<file path="config.mk">
export PLATFORM = sky130hd
export DESIGN_NAME = round_robin_delay_scheduler_core
export DESIGN_NICKNAME = d
export VERILOG_FILES = /design/src/rtl/core/rrds_pkg.sv /design/src/rtl/core/rrds_ctrl.sv /design/src/rtl/core/rrds_datapath.sv /design/src/rtl/core/round_robin_delay_scheduler_core.sv
export VERILOG_INCLUDE_DIRS = /design/src /design/src/rtl/core
export SDC_FILE = /design/constraint.sdc
export NUM_CORES = 2
export LEC_CHECK = 0
export ABC_AREA = 1
export BUFFER_PORTS_ARGS = -buffer_cell sky130_fd_sc_hd__buf_2
export CAP_MARGIN = 5
export CORE_UTILIZATION = 35
export CTS_BUF_LIST = sky130_fd_sc_hd__clkbuf_16
export DETAILED_ROUTE_END_ITERATION = 16
export PLACE_DENSITY = 0.54
export SETUP_SLACK_MARGIN = 0.4
export SYNTH_ARGS = -nofsm -noshare
export SYNTH_HDL_FRONTEND = slang
export SYNTH_HIERARCHICAL = 1
export SYNTH_SLANG_ARGS = --single-unit
</file>
<file path="constraint.sdc">
create_clock -name clk -period 4.48 [get_ports clk]
set_input_delay 0.224 -clock clk [delete_from_list [all_inputs] [get_ports clk]]
set_output_delay 0.224 -clock clk [all_outputs]
set_load 0.02 [all_outputs]
</file>
<file path="src/rtl/core/round_robin_delay_scheduler_core_macros.svh">
// Assertion macros shared by the scheduler core modules.
`ifndef ROUND_ROBIN_DELAY_SCHEDULER_CORE_MACROS_SVH
`define ROUND_ROBIN_DELAY_SCHEDULER_CORE_MACROS_SVH

// Checks that cons holds in the same cycle whenever ante holds.
`define RRDS_ASSERT_SAME(label, ante, cons, msg) \
    label: assert property (@(posedge clk) disable iff (!rst_n) (ante) |-> (cons)) \
        else $error(msg);

// Checks that cons holds in the cycle after ante holds.
`define RRDS_ASSERT_NEXT(label, ante, cons, msg) \
    label: assert property (@(posedge clk) disable iff (!rst_n) (ante) |=> (cons)) \
        else $error(msg);

`endif

</file>
<file path="src/rtl/core/rrds_pkg.sv">
// Package with the types, constants and command structs of the scheduler core.
`default_nettype none

package rrds_pkg;

    localparam int MAX_TASKS    = 8;
    localparam int IDX_W        = (MAX_TASKS > 1) ? $clog2(MAX_TASKS) : 1;
    localparam int CNT_W        = $clog2(MAX_TASKS + 1);
    localparam int TASK_INDEX_W = 3;
    localparam int STACK_W      = 32;
    localparam int DELAY_W      = 32;
    localparam int TIME_W       = 64;

    typedef enum logic [1:0] {
        KIND_INSTALL = 2'd0,
        KIND_DELAY   = 2'd1,
        KIND_TICK    = 2'd2,
        KIND_SCHED   = 2'd3
    } kind_t;

    typedef enum logic [3:0] {
        ST_IDLE   = 4'b0001,
        ST_EXEC   = 4'b0010,
        ST_SEARCH = 4'b0100,
        ST_FINISH = 4'b1000
    } state_t;

    // Commands from the controller to the datapath.
    typedef struct packed {
        logic capture;
        logic exec;
        logic search;
        logic load_out;
    } cmd_t;

    // Status from the datapath to the controller.
    typedef struct packed {
        logic needs_search;
        logic out_free;
    } status_t;

endpackage

`default_nettype wire

</file>
<file path="src/rtl/core/rrds_ctrl.sv">
// Controller state machine of the scheduler core.
`default_nettype none
`include "round_robin_delay_scheduler_core_macros.svh"

module rrds_ctrl (
    input  wire logic             clk,
    input  wire logic             rst_n,
    input  wire logic             in_valid,
    output logic                  in_stall,
    input  wire rrds_pkg::status_t status,
    output rrds_pkg::cmd_t        cmd
);

    rrds_pkg::state_t state_reg;
    rrds_pkg::state_t state_next;

    always_comb
    begin
        state_next   = state_reg;
        cmd          = '0;
        in_stall     = 1'b1;
        unique case (state_reg)
            rrds_pkg::ST_IDLE:
            begin
                in_stall    = 1'b0;
                cmd.capture = in_valid;
                if (in_valid)
                begin
                    state_next = rrds_pkg::ST_EXEC;
                end
            end
            rrds_pkg::ST_EXEC:
            begin
                cmd.exec   = 1'b1;
                state_next = status.needs_search ? rrds_pkg::ST_SEARCH : rrds_pkg::ST_FINISH;
            end
            rrds_pkg::ST_SEARCH:
            begin
                cmd.search = 1'b1;
                state_next = rrds_pkg::ST_FINISH;
            end
            rrds_pkg::ST_FINISH:
            begin
                if (status.out_free)
                begin
                    cmd.load_out = 1'b1;
                    state_next   = rrds_pkg::ST_IDLE;
                end
            end
            default:
            begin
                state_next = rrds_pkg::ST_IDLE;
            end
        endcase
    end

    always_ff @(posedge clk or negedge rst_n)
    begin
        if (!rst_n)
        begin
            state_reg <= rrds_pkg::ST_IDLE;
        end
        else
        begin
            state_reg <= state_next;
        end
    end

    `RRDS_ASSERT_NEXT(a_accept_starts_exec, in_valid && !in_stall, state_reg == rrds_pkg::ST_EXEC, "accepted item did not start execution")

endmodule

`default_nettype wire

</file>
<file path="src/rtl/core/rrds_datapath.sv">
// Datapath of the scheduler core: task table, time counter, search and result register.
`default_nettype none
`include "round_robin_delay_scheduler_core_macros.svh"

module rrds_datapath (
    input  wire logic                                 clk,
    input  wire logic                                 rst_n,
    input  wire rrds_pkg::cmd_t                       cmd,
    output rrds_pkg::status_t                         status,
    input  wire logic [1:0]                           kind,
    input  wire logic [rrds_pkg::STACK_W-1:0]         stack_addr,
    input  wire logic [rrds_pkg::DELAY_W-1:0]         delay_ticks,
    output logic                                      out_valid,
    input  wire logic                                 out_stall,
    output logic [rrds_pkg::TASK_INDEX_W-1:0]         task_index,
    output logic [rrds_pkg::STACK_W-1:0]              task_stack,
    output logic                                      any_woken,
    output logic                                      none_ready,
    output logic                                      table_full
);

    localparam int N = rrds_pkg::MAX_TASKS;

    // Captured item.
    rrds_pkg::kind_t                 kind_reg;
    logic [rrds_pkg::STACK_W-1:0]    stk_reg;
    logic [rrds_pkg::DELAY_W-1:0]    dly_reg;

    // Task table and scheduler state.
    logic [N-1:0]                    ready_reg;
    logic [N-1:0]                    ready_next;
    logic [rrds_pkg::TIME_W-1:0]     wake_reg [N];
    logic [rrds_pkg::STACK_W-1:0]    stack_reg [N];
    logic [rrds_pkg::IDX_W-1:0]      cur_reg;
    logic [rrds_pkg::CNT_W-1:0]      count_reg;
    logic [rrds_pkg::TIME_W-1:0]     tick_reg;

    // Per-item flags.
    logic                            woken_reg;
    logic                            none_reg;
    logic                            full_reg;

    // Result register.
    logic                            out_valid_reg;
    logic [rrds_pkg::TASK_INDEX_W-1:0] out_index_reg;
    logic [rrds_pkg::STACK_W-1:0]    out_stack_reg;
    logic                            out_woken_reg;
    logic                            out_none_reg;
    logic                            out_full_reg;

    logic [rrds_pkg::TIME_W-1:0]     tick_inc;
    logic [rrds_pkg::TIME_W-1:0]     wake_sum;
    logic [N-1:0]                    installed;
    logic [N-1:0]                    woken_vec;
    logic                            has_room;
    logic [rrds_pkg::IDX_W-1:0]      slot;
    logic                            hi_found;
    logic                            lo_found;
    logic [rrds_pkg::IDX_W-1:0]      hi_idx;
    logic [rrds_pkg::IDX_W-1:0]      lo_idx;

    assign tick_inc = tick_reg + rrds_pkg::TIME_W'(1);
    assign wake_sum = tick_reg + rrds_pkg::TIME_W'(dly_reg);
    assign has_room = (count_reg < rrds_pkg::CNT_W'(N));
    assign slot     = count_reg[rrds_pkg::IDX_W-1:0];

    always_comb
    begin
        for (int i = 0; i < N; i++)
        begin
            installed[i] = (rrds_pkg::CNT_W'(i) < count_reg);
            woken_vec[i] = installed[i] && (wake_reg[i] == tick_inc);
        end
    end

    // Round-robin pick: the lowest ready task above the current one wins,
    // otherwise the lowest ready task at or below it (the current one last).
    always_comb
    begin
        hi_found = 1'b0;
        lo_found = 1'b0;
        hi_idx   = '0;
        lo_idx   = '0;
        for (int j = N - 1; j >= 0; j--)
        begin
            if (ready_reg[j] && installed[j])
            begin
                if (rrds_pkg::IDX_W'(j) > cur_reg)
                begin
                    hi_found = 1'b1;
                    hi_idx   = rrds_pkg::IDX_W'(j);
                end
                else
                begin
                    lo_found = 1'b1;
                    lo_idx   = rrds_pkg::IDX_W'(j);
                end
            end
        end
    end

    always_comb
    begin
        ready_next = ready_reg;
        if (cmd.exec)
        begin
            case (kind_reg)
                rrds_pkg::KIND_INSTALL:
                begin
                    if (has_room)
                    begin
                        ready_next[slot] = 1'b1;
                    end
                end
                rrds_pkg::KIND_DELAY:
                begin
                    ready_next[cur_reg] = 1'b0;
                end
                rrds_pkg::KIND_TICK:
                begin
                    ready_next = ready_reg | woken_vec;
                end
                default:
                begin
                    ready_next = ready_reg;
                end
            endcase
        end
    end

    assign status.needs_search = (kind_reg == rrds_pkg::KIND_DELAY) ||
                                 (kind_reg == rrds_pkg::KIND_SCHED);
    assign status.out_free     = !out_valid_reg || !out_stall;

    always_ff @(posedge clk or negedge rst_n)
    begin
        if (!rst_n)
        begin
            ready_reg <= '0;
            cur_reg   <= '0;
            count_reg <= '0;
            tick_reg  <= '0;
            woken_reg <= 1'b0;
            none_reg  <= 1'b0;
            full_reg  <= 1'b0;
            kind_reg  <= rrds_pkg::KIND_INSTALL;
            for (int i = 0; i < N; i++)
            begin
                wake_reg[i] <= '0;
            end
        end
        else
        begin
            ready_reg <= ready_next;
            if (cmd.capture)
            begin
                kind_reg  <= rrds_pkg::kind_t'(kind);
                woken_reg <= 1'b0;
                none_reg  <= 1'b0;
                full_reg  <= 1'b0;
            end
            if (cmd.exec)
            begin
                case (kind_reg)
                    rrds_pkg::KIND_INSTALL:
                    begin
                        if (has_room)
                        begin
                            wake_reg[slot] <= '0;
                            count_reg      <= count_reg + rrds_pkg::CNT_W'(1);
                        end
                        else
                        begin
                            full_reg <= 1'b1;
                        end
                    end
                    rrds_pkg::KIND_DELAY:
                    begin
                        wake_reg[cur_reg] <= wake_sum;
                    end
                    rrds_pkg::KIND_TICK:
                    begin
                        tick_reg  <= tick_inc;
                        woken_reg <= |woken_vec;
                    end
                    default:
                    begin
                        tick_reg <= tick_reg;
                    end
                endcase
            end
            if (cmd.search)
            begin
                if (hi_found)
                begin
                    cur_reg <= hi_idx;
                end
                else if (lo_found)
                begin
                    cur_reg <= lo_idx;
                end
                else
                begin
                    none_reg <= 1'b1;
                end
            end
        end
    end

    // Payload registers without reset.
    always_ff @(posedge clk)
    begin
        if (cmd.capture)
        begin
            stk_reg <= stack_addr;
            dly_reg <= delay_ticks;
        end
        if (cmd.exec && (kind_reg == rrds_pkg::KIND_INSTALL) && has_room)
        begin
            stack_reg[slot] <= stk_reg;
        end
        if (cmd.load_out)
        begin
            out_index_reg <= rrds_pkg::TASK_INDEX_W'(cur_reg);
            out_stack_reg <= (count_reg == '0) ? '0 : stack_reg[cur_reg];
            out_woken_reg <= woken_reg;
            out_none_reg  <= none_reg;
            out_full_reg  <= full_reg;
        end
    end

    always_ff @(posedge clk or negedge rst_n)
    begin
        if (!rst_n)
        begin
            out_valid_reg <= 1'b0;
        end
        else if (cmd.load_out)
        begin
            out_valid_reg <= 1'b1;
        end
        else if (!out_stall)
        begin
            out_valid_reg <= 1'b0;
        end
    end

    assign out_valid  = out_valid_reg;
    assign task_index = out_index_reg;
    assign task_stack = out_stack_reg;
    assign any_woken  = out_woken_reg;
    assign none_ready = out_none_reg;
    assign table_full = out_full_reg;

    `RRDS_ASSERT_SAME(a_count_bound, 1'b1, count_reg <= rrds_pkg::CNT_W'(N), "task count above table size")
    `RRDS_ASSERT_SAME(a_cur_installed, count_reg != '0, rrds_pkg::CNT_W'(cur_reg) < count_reg, "current task not installed")
    `RRDS_ASSERT_SAME(a_load_free, cmd.load_out, !out_valid_reg || !out_stall, "result overwrote a pending item")

endmodule

`default_nettype wire

</file>
<file path="src/rtl/core/round_robin_delay_scheduler_core.sv">
// Top level of the round-robin task scheduler core with tick delays.
//
//   Channel  Direction  Handshake            Payload
//   input    in         in_valid / in_stall  kind, stack_addr, delay_ticks
//   output   out        out_valid/out_stall  task_index, task_stack, any_woken,
//                                            none_ready, table_full
//
// An install or tick item goes from the execute state to the finish state, where
// it is loaded into the output register; a delay or schedule item also passes
// through the search state between them, the round-robin search over the ready
// bits, which runs after the table update of the execute state. The controller
// returns to idle after the load, so a new item is taken only once the last one
// is loaded. One item is in work at a time; a finished result sits in the output
// register while the next item is accepted and executed, and only the final load
// waits on a stalled output.
// Reset clears the ready bits, wake times, current task, task count and time.
`default_nettype none

module round_robin_delay_scheduler_core (
    input  wire logic                                 clk,
    input  wire logic                                 rst_n,
    input  wire logic                                 in_valid,
    output logic                                      in_stall,
    input  wire logic [1:0]                           kind,
    input  wire logic [rrds_pkg::STACK_W-1:0]         stack_addr,
    input  wire logic [rrds_pkg::DELAY_W-1:0]         delay_ticks,
    output logic                                      out_valid,
    input  wire logic                                 out_stall,
    output logic [rrds_pkg::TASK_INDEX_W-1:0]         task_index,
    output logic [rrds_pkg::STACK_W-1:0]              task_stack,
    output logic                                      any_woken,
    output logic                                      none_ready,
    output logic                                      table_full
);

    // The controller sequences capture, execute, search and result load;
    // the datapath holds all task state and reports whether a search is due
    // and whether the output register can take a new result.
    rrds_pkg::cmd_t    cmd;
    rrds_pkg::status_t status;

    rrds_ctrl u_ctrl (
        .clk      (clk),
        .rst_n    (rst_n),
        .in_valid (in_valid),
        .in_stall (in_stall),
        .status   (status),
        .cmd      (cmd)
    );

    rrds_datapath u_datapath (
        .clk         (clk),
        .rst_n       (rst_n),
        .cmd         (cmd),
        .status      (status),
        .kind        (kind),
        .stack_addr  (stack_addr),
        .delay_ticks (delay_ticks),
        .out_valid   (out_valid),
        .out_stall   (out_stall),
        .task_index  (task_index),
        .task_stack  (task_stack),
        .any_woken   (any_woken),
        .none_ready  (none_ready),
        .table_full  (table_full)
    );

endmodule

`default_nettype wire

</file>
==> summary.txt <==
Yosys
  – Post-synthesis cell area: 48800 um2
  – Adder-cell share of the synthesized area: 1.04%
  – Post-synthesis sequential area ratio: 52.8%
  – Post-Syn Area per Cell: about 8.4 um2
  – Yosys Warn Count: 6
  – Top FF cell, synth: dfrtp_1
  – #FFs+latches synth: ~960
  – Largest family of logic cells by synthesized area: simple AND/OR/NAND/NOR gates
  – Top cell type's share of synthesized area: between 30% and 40%
  – Mux cell area share after synthesis: 0%
  – Cell count after synthesis: 5833
  – EDFF count, synth: about 360
  – Synth Area in Compound Gates: roughly an eighth
  – Xor/xnor share of the synthesized area: 2.47%
  – Ys async rst share: a little over three fifths
  – Simple-gate share of the synthesized area: a little under a quarter
  – Syn Nets: 5943
  – Post-synth top area cell: dfrtp_1
  – Distinct cells, synth: 61
  – Top area cells in the synthesized netlist: dfrtp_1 31%, edfxtp_1 22%, nand2_1 13%

Detailed routing
  – ANT nets after route: 0
  – Final WL: between 200000 and 250000 um
  – Drt via density: 5.53
  – DRC errors left: 0
  – DR iter-0 viols: about 6000
  – Routed vias: between 40000 and 50000
  – Per-cell routed wire length: around 26 um
  – DR pass1 iterations: 8

Clock network
  – Worst-Skew Late Latency: 0.79 ns
  – Clk sink count: approximately 960
  – CTS Buf Count: 110
  – Clock Tree Buf Depth: 3
  – CTS tree: done
  – Reg clk slew, reported paths: approximately 0.060 ns
  – Root Buffer: clkbuf_16
  – Htree depth: 3

STA
  – Final Setup Violations: 0
  – Slew margin rel.: a little over a quarter
  – Final min period: slightly above 4 ns
  – Setup_tns: 0 ns
  – Final worst-path cycle share: 90.4%
  – Slew Limit Fails: 0
  – RSZ-0062 raised after global routing: true
  – FMAX: between 0.2 and 0.25 GHz
  – Final Skew: between 0.07 and 0.08 ns
  – Worst Tran Pin Value: 1.10 ns
  – Final Hold Viols: 0

Cells and area
  – Layout cells sized above 1: 10.4%
  – Fin util: 41.4%
  – Final nets: ~6200
  – Layout area overhead: 16.9%
  – Max reg flops: approximately 510
  – Fin cells: approximately 8100
  – Final instance area: approximately 57000 um2

Critical path
  – WP data required: 5.19 ns
  – Reg2reg start: u_datapath/tick_reg[14]
  – FF-to-FF setup slack: about 0.43 ns
  – RR Endpoint: u_datapath/woken_reg
  – Critical path fanouts, max: 13
  – Crit Path Category: reg2reg
  – Reg2reg path depth: 22
  – Critical Path Sink Type: flip-flop
  – CP arrival: approximately 4.8 ns
  – CP Launch Type: flip-flop

Power and ir drop
  – Sw frac: approximately a third
  – Leakage: around 25 nW
  – Peak supply drop: roughly 0.33 mV
  – Sw power: approximately 8.4 mW
  – Gate power share: 20.4%
  – Pwr Density: 439 nW/um2
  – Power Total: 25.0 mW
  – Clock group share of total power: a little over a third
  – Cell Int Power: 16.7 mW
  – Flop pwr share: between 40 and 50%

Global routing
  – First-pass GRT wire length: ~300000 um
  – Vias in the first global route: approximately 42000
  – Overflow after GRT: 0
  – Initial antenna violation count: 3
  – Tot GR Track Use: ~29%
  – Largest net degree at the start of global routing: between 100 and 150

Floorplanning
  – Full die area: ~140000 um2
  – Die height: roughly 380 um
  – Die W: 376 um
  – # rows: 136
  – Area of the core: 138000 um2
  – Top Ports: 110
  – Initial core utilization: 35.4%

Placed design
  – Global placer's final weighted congestion: 1.03
  – Placed inst area: between 50000 and 60000 um2
  – Placed insts: about 8000
  – Number of port buffers: between 100 and 150
  – DP HPWL: roughly 140000 um

Outcome
  – Outcome: finished clean

Flow run
  – # Max-Cap Violations: 0

Min path
  – HP Class: in2async
==> metal layers <==
layer | track usage [%] | part of all wire, %
met1 | 41.8 | 44
met2 | 42.9 | 43
met3 | 5.98 | 9.4
met4 | 10.0 | 3.8
met5 | 0 | 0.013
==> area by class of cell <==
| cell class | instances | area, um2 |
|---|---|---|
| Inverter | 684 | 2570 |
| Tap cell | 1863 | 2330 |
| Fill cell | 13800 | 80900 |
| Clock inverter | 94 | 860 |
| Clock buffer | 110 | 2750 |
| Timing Repair Buffer | 346 | 2740 |
| Antenna cell | 1 | 2.50 |
| Multi-Input combinational cell | 4003 | 20000 |
| Sequential cell | 959 | 25800 |
==> worst max path at each step <==
stage                                       start                         end
final                     u_datapath/tick_reg[14]        u_datapath/woken_reg
after detailed placement  u_datapath/tick_reg[12]     u_datapath/ready_reg[0]
after global routing      u_datapath/tick_reg[25]        u_datapath/woken_reg
after CTS                  u_datapath/tick_reg[1]     u_datapath/ready_reg[0]
after global placement    u_datapath/tick_reg[11]     u_datapath/ready_reg[0]
after floorplan               u_ctrl/state_reg[3]  u_datapath/stack_reg[6][0]
==> stage by stage <==
step / hold WS, ns / setup WS [ns]
global placement: 0.274 / 0.145
CTS: 0.0943 / 0.383
finish: 0.0635 / 0.431
detailed placement: 0.272 / 0.214
global route: 0.113 / 0.394
floorplan: -0.0716 / 0.520
==> power by group through the flow <==
stage          logic [mW]  clock network [mW]  registers [mW]
2_1_floorplan        2.95                   0            10.7
3_3_place_gp         4.93                   0            10.9
3_5_place_dp         4.94                   0            10.9
4_1_cts              5.02                9.25            10.8
5_1_grt              5.52                9.56            10.9
6_report             5.11                9.10            10.8
==> cell usage in the layout (no fill, tap or decap), types with 61 or more instances in the layout <==
cell,synthesis,final
a21oi_1,135,134
a31oi_1,61,61
buf_2,13,108
buf_4,6,149
clkbuf_16,0,110
dfrtp_1,600,594
dlygate4sd3_1,0,69
edfxtp_1,358,358
inv_1,668,679
nand2_1,1676,1648
nand2_2,47,71
nand3_1,368,368
nor2_1,535,509
o21ai_0,335,335
o22ai_1,284,284
xor2_1,105,104
==> critical path, cell delays in order (launching register included) <==
cell,delay [ns]
dfrtp_1,0.63
nand2_1,0.13
nor2_1,0.17
nand2_1,0.23
nor2_4,0.25
nand2_2,0.14
nand2_1,0.25
nand2_4,0.19
buf_4,0.19
nand2_1,0.05
nand3_1,0.11
nor2_1,0.17
nand2_1,0.09
nor2_1,0.24
nand2_1,0.15
nor2_2,0.25
buf_4,0.15
nand3_1,0.22
nand2_1,0.14
nor2_1,0.05
nand3_1,0.08
nand2_1,0.05
inv_1,0.05
==> cells in the mapped netlist (5+ instances only) <==
master / count
inv_2: 5
a221oi_1: 44
o22ai_1: 284
o21bai_1: 5
a32o_1: 20
o21ai_1: 39
nor4_1: 5
buf_4: 6
a22o_1: 49
nand2_2: 47
nand3_2: 8
a21o_1: 5
nor2_1: 535
nand3_1: 368
nand2_1: 1676
a41oi_1: 20
or2_2: 15
nor3_1: 17
clkinv_1: 10
inv_1: 668
a21oi_1: 135
o21ai_0: 335
xor2_1: 105
buf_2: 13
nand3b_1: 8
nand4_1: 48
ha_1: 39
a22oi_1: 33
nor2_4: 14
dfrtp_1: 600
o21a_1: 5
xnor2_1: 25
nor2_2: 24
clkbuf_1: 160
a31oi_1: 61
edfxtp_1: 358
==> repair_timing <==
item	CTS	global route
setup buffers	3	4
hold buffers	69	0
cloned	0	0
gates resized for setup	5	43
pin swaps	1	2
endpoints found under the hold margin	143	0
setup endpoints to repair	5	30
==> cell families (layout without fill, tap and decap cells) <==
kind of cell | Yosys count | after routing
compound gates | 1051 | 1051
xor+xnor | 133 | 133
fa+ha+maj | 40 | 40
buf+inv | 871 | 1234
flops | 959 | 959
other cells | 0 | 1
simple gates | 2779 | 2779
No activity file was read; power rests on OpenSTA's default activity.
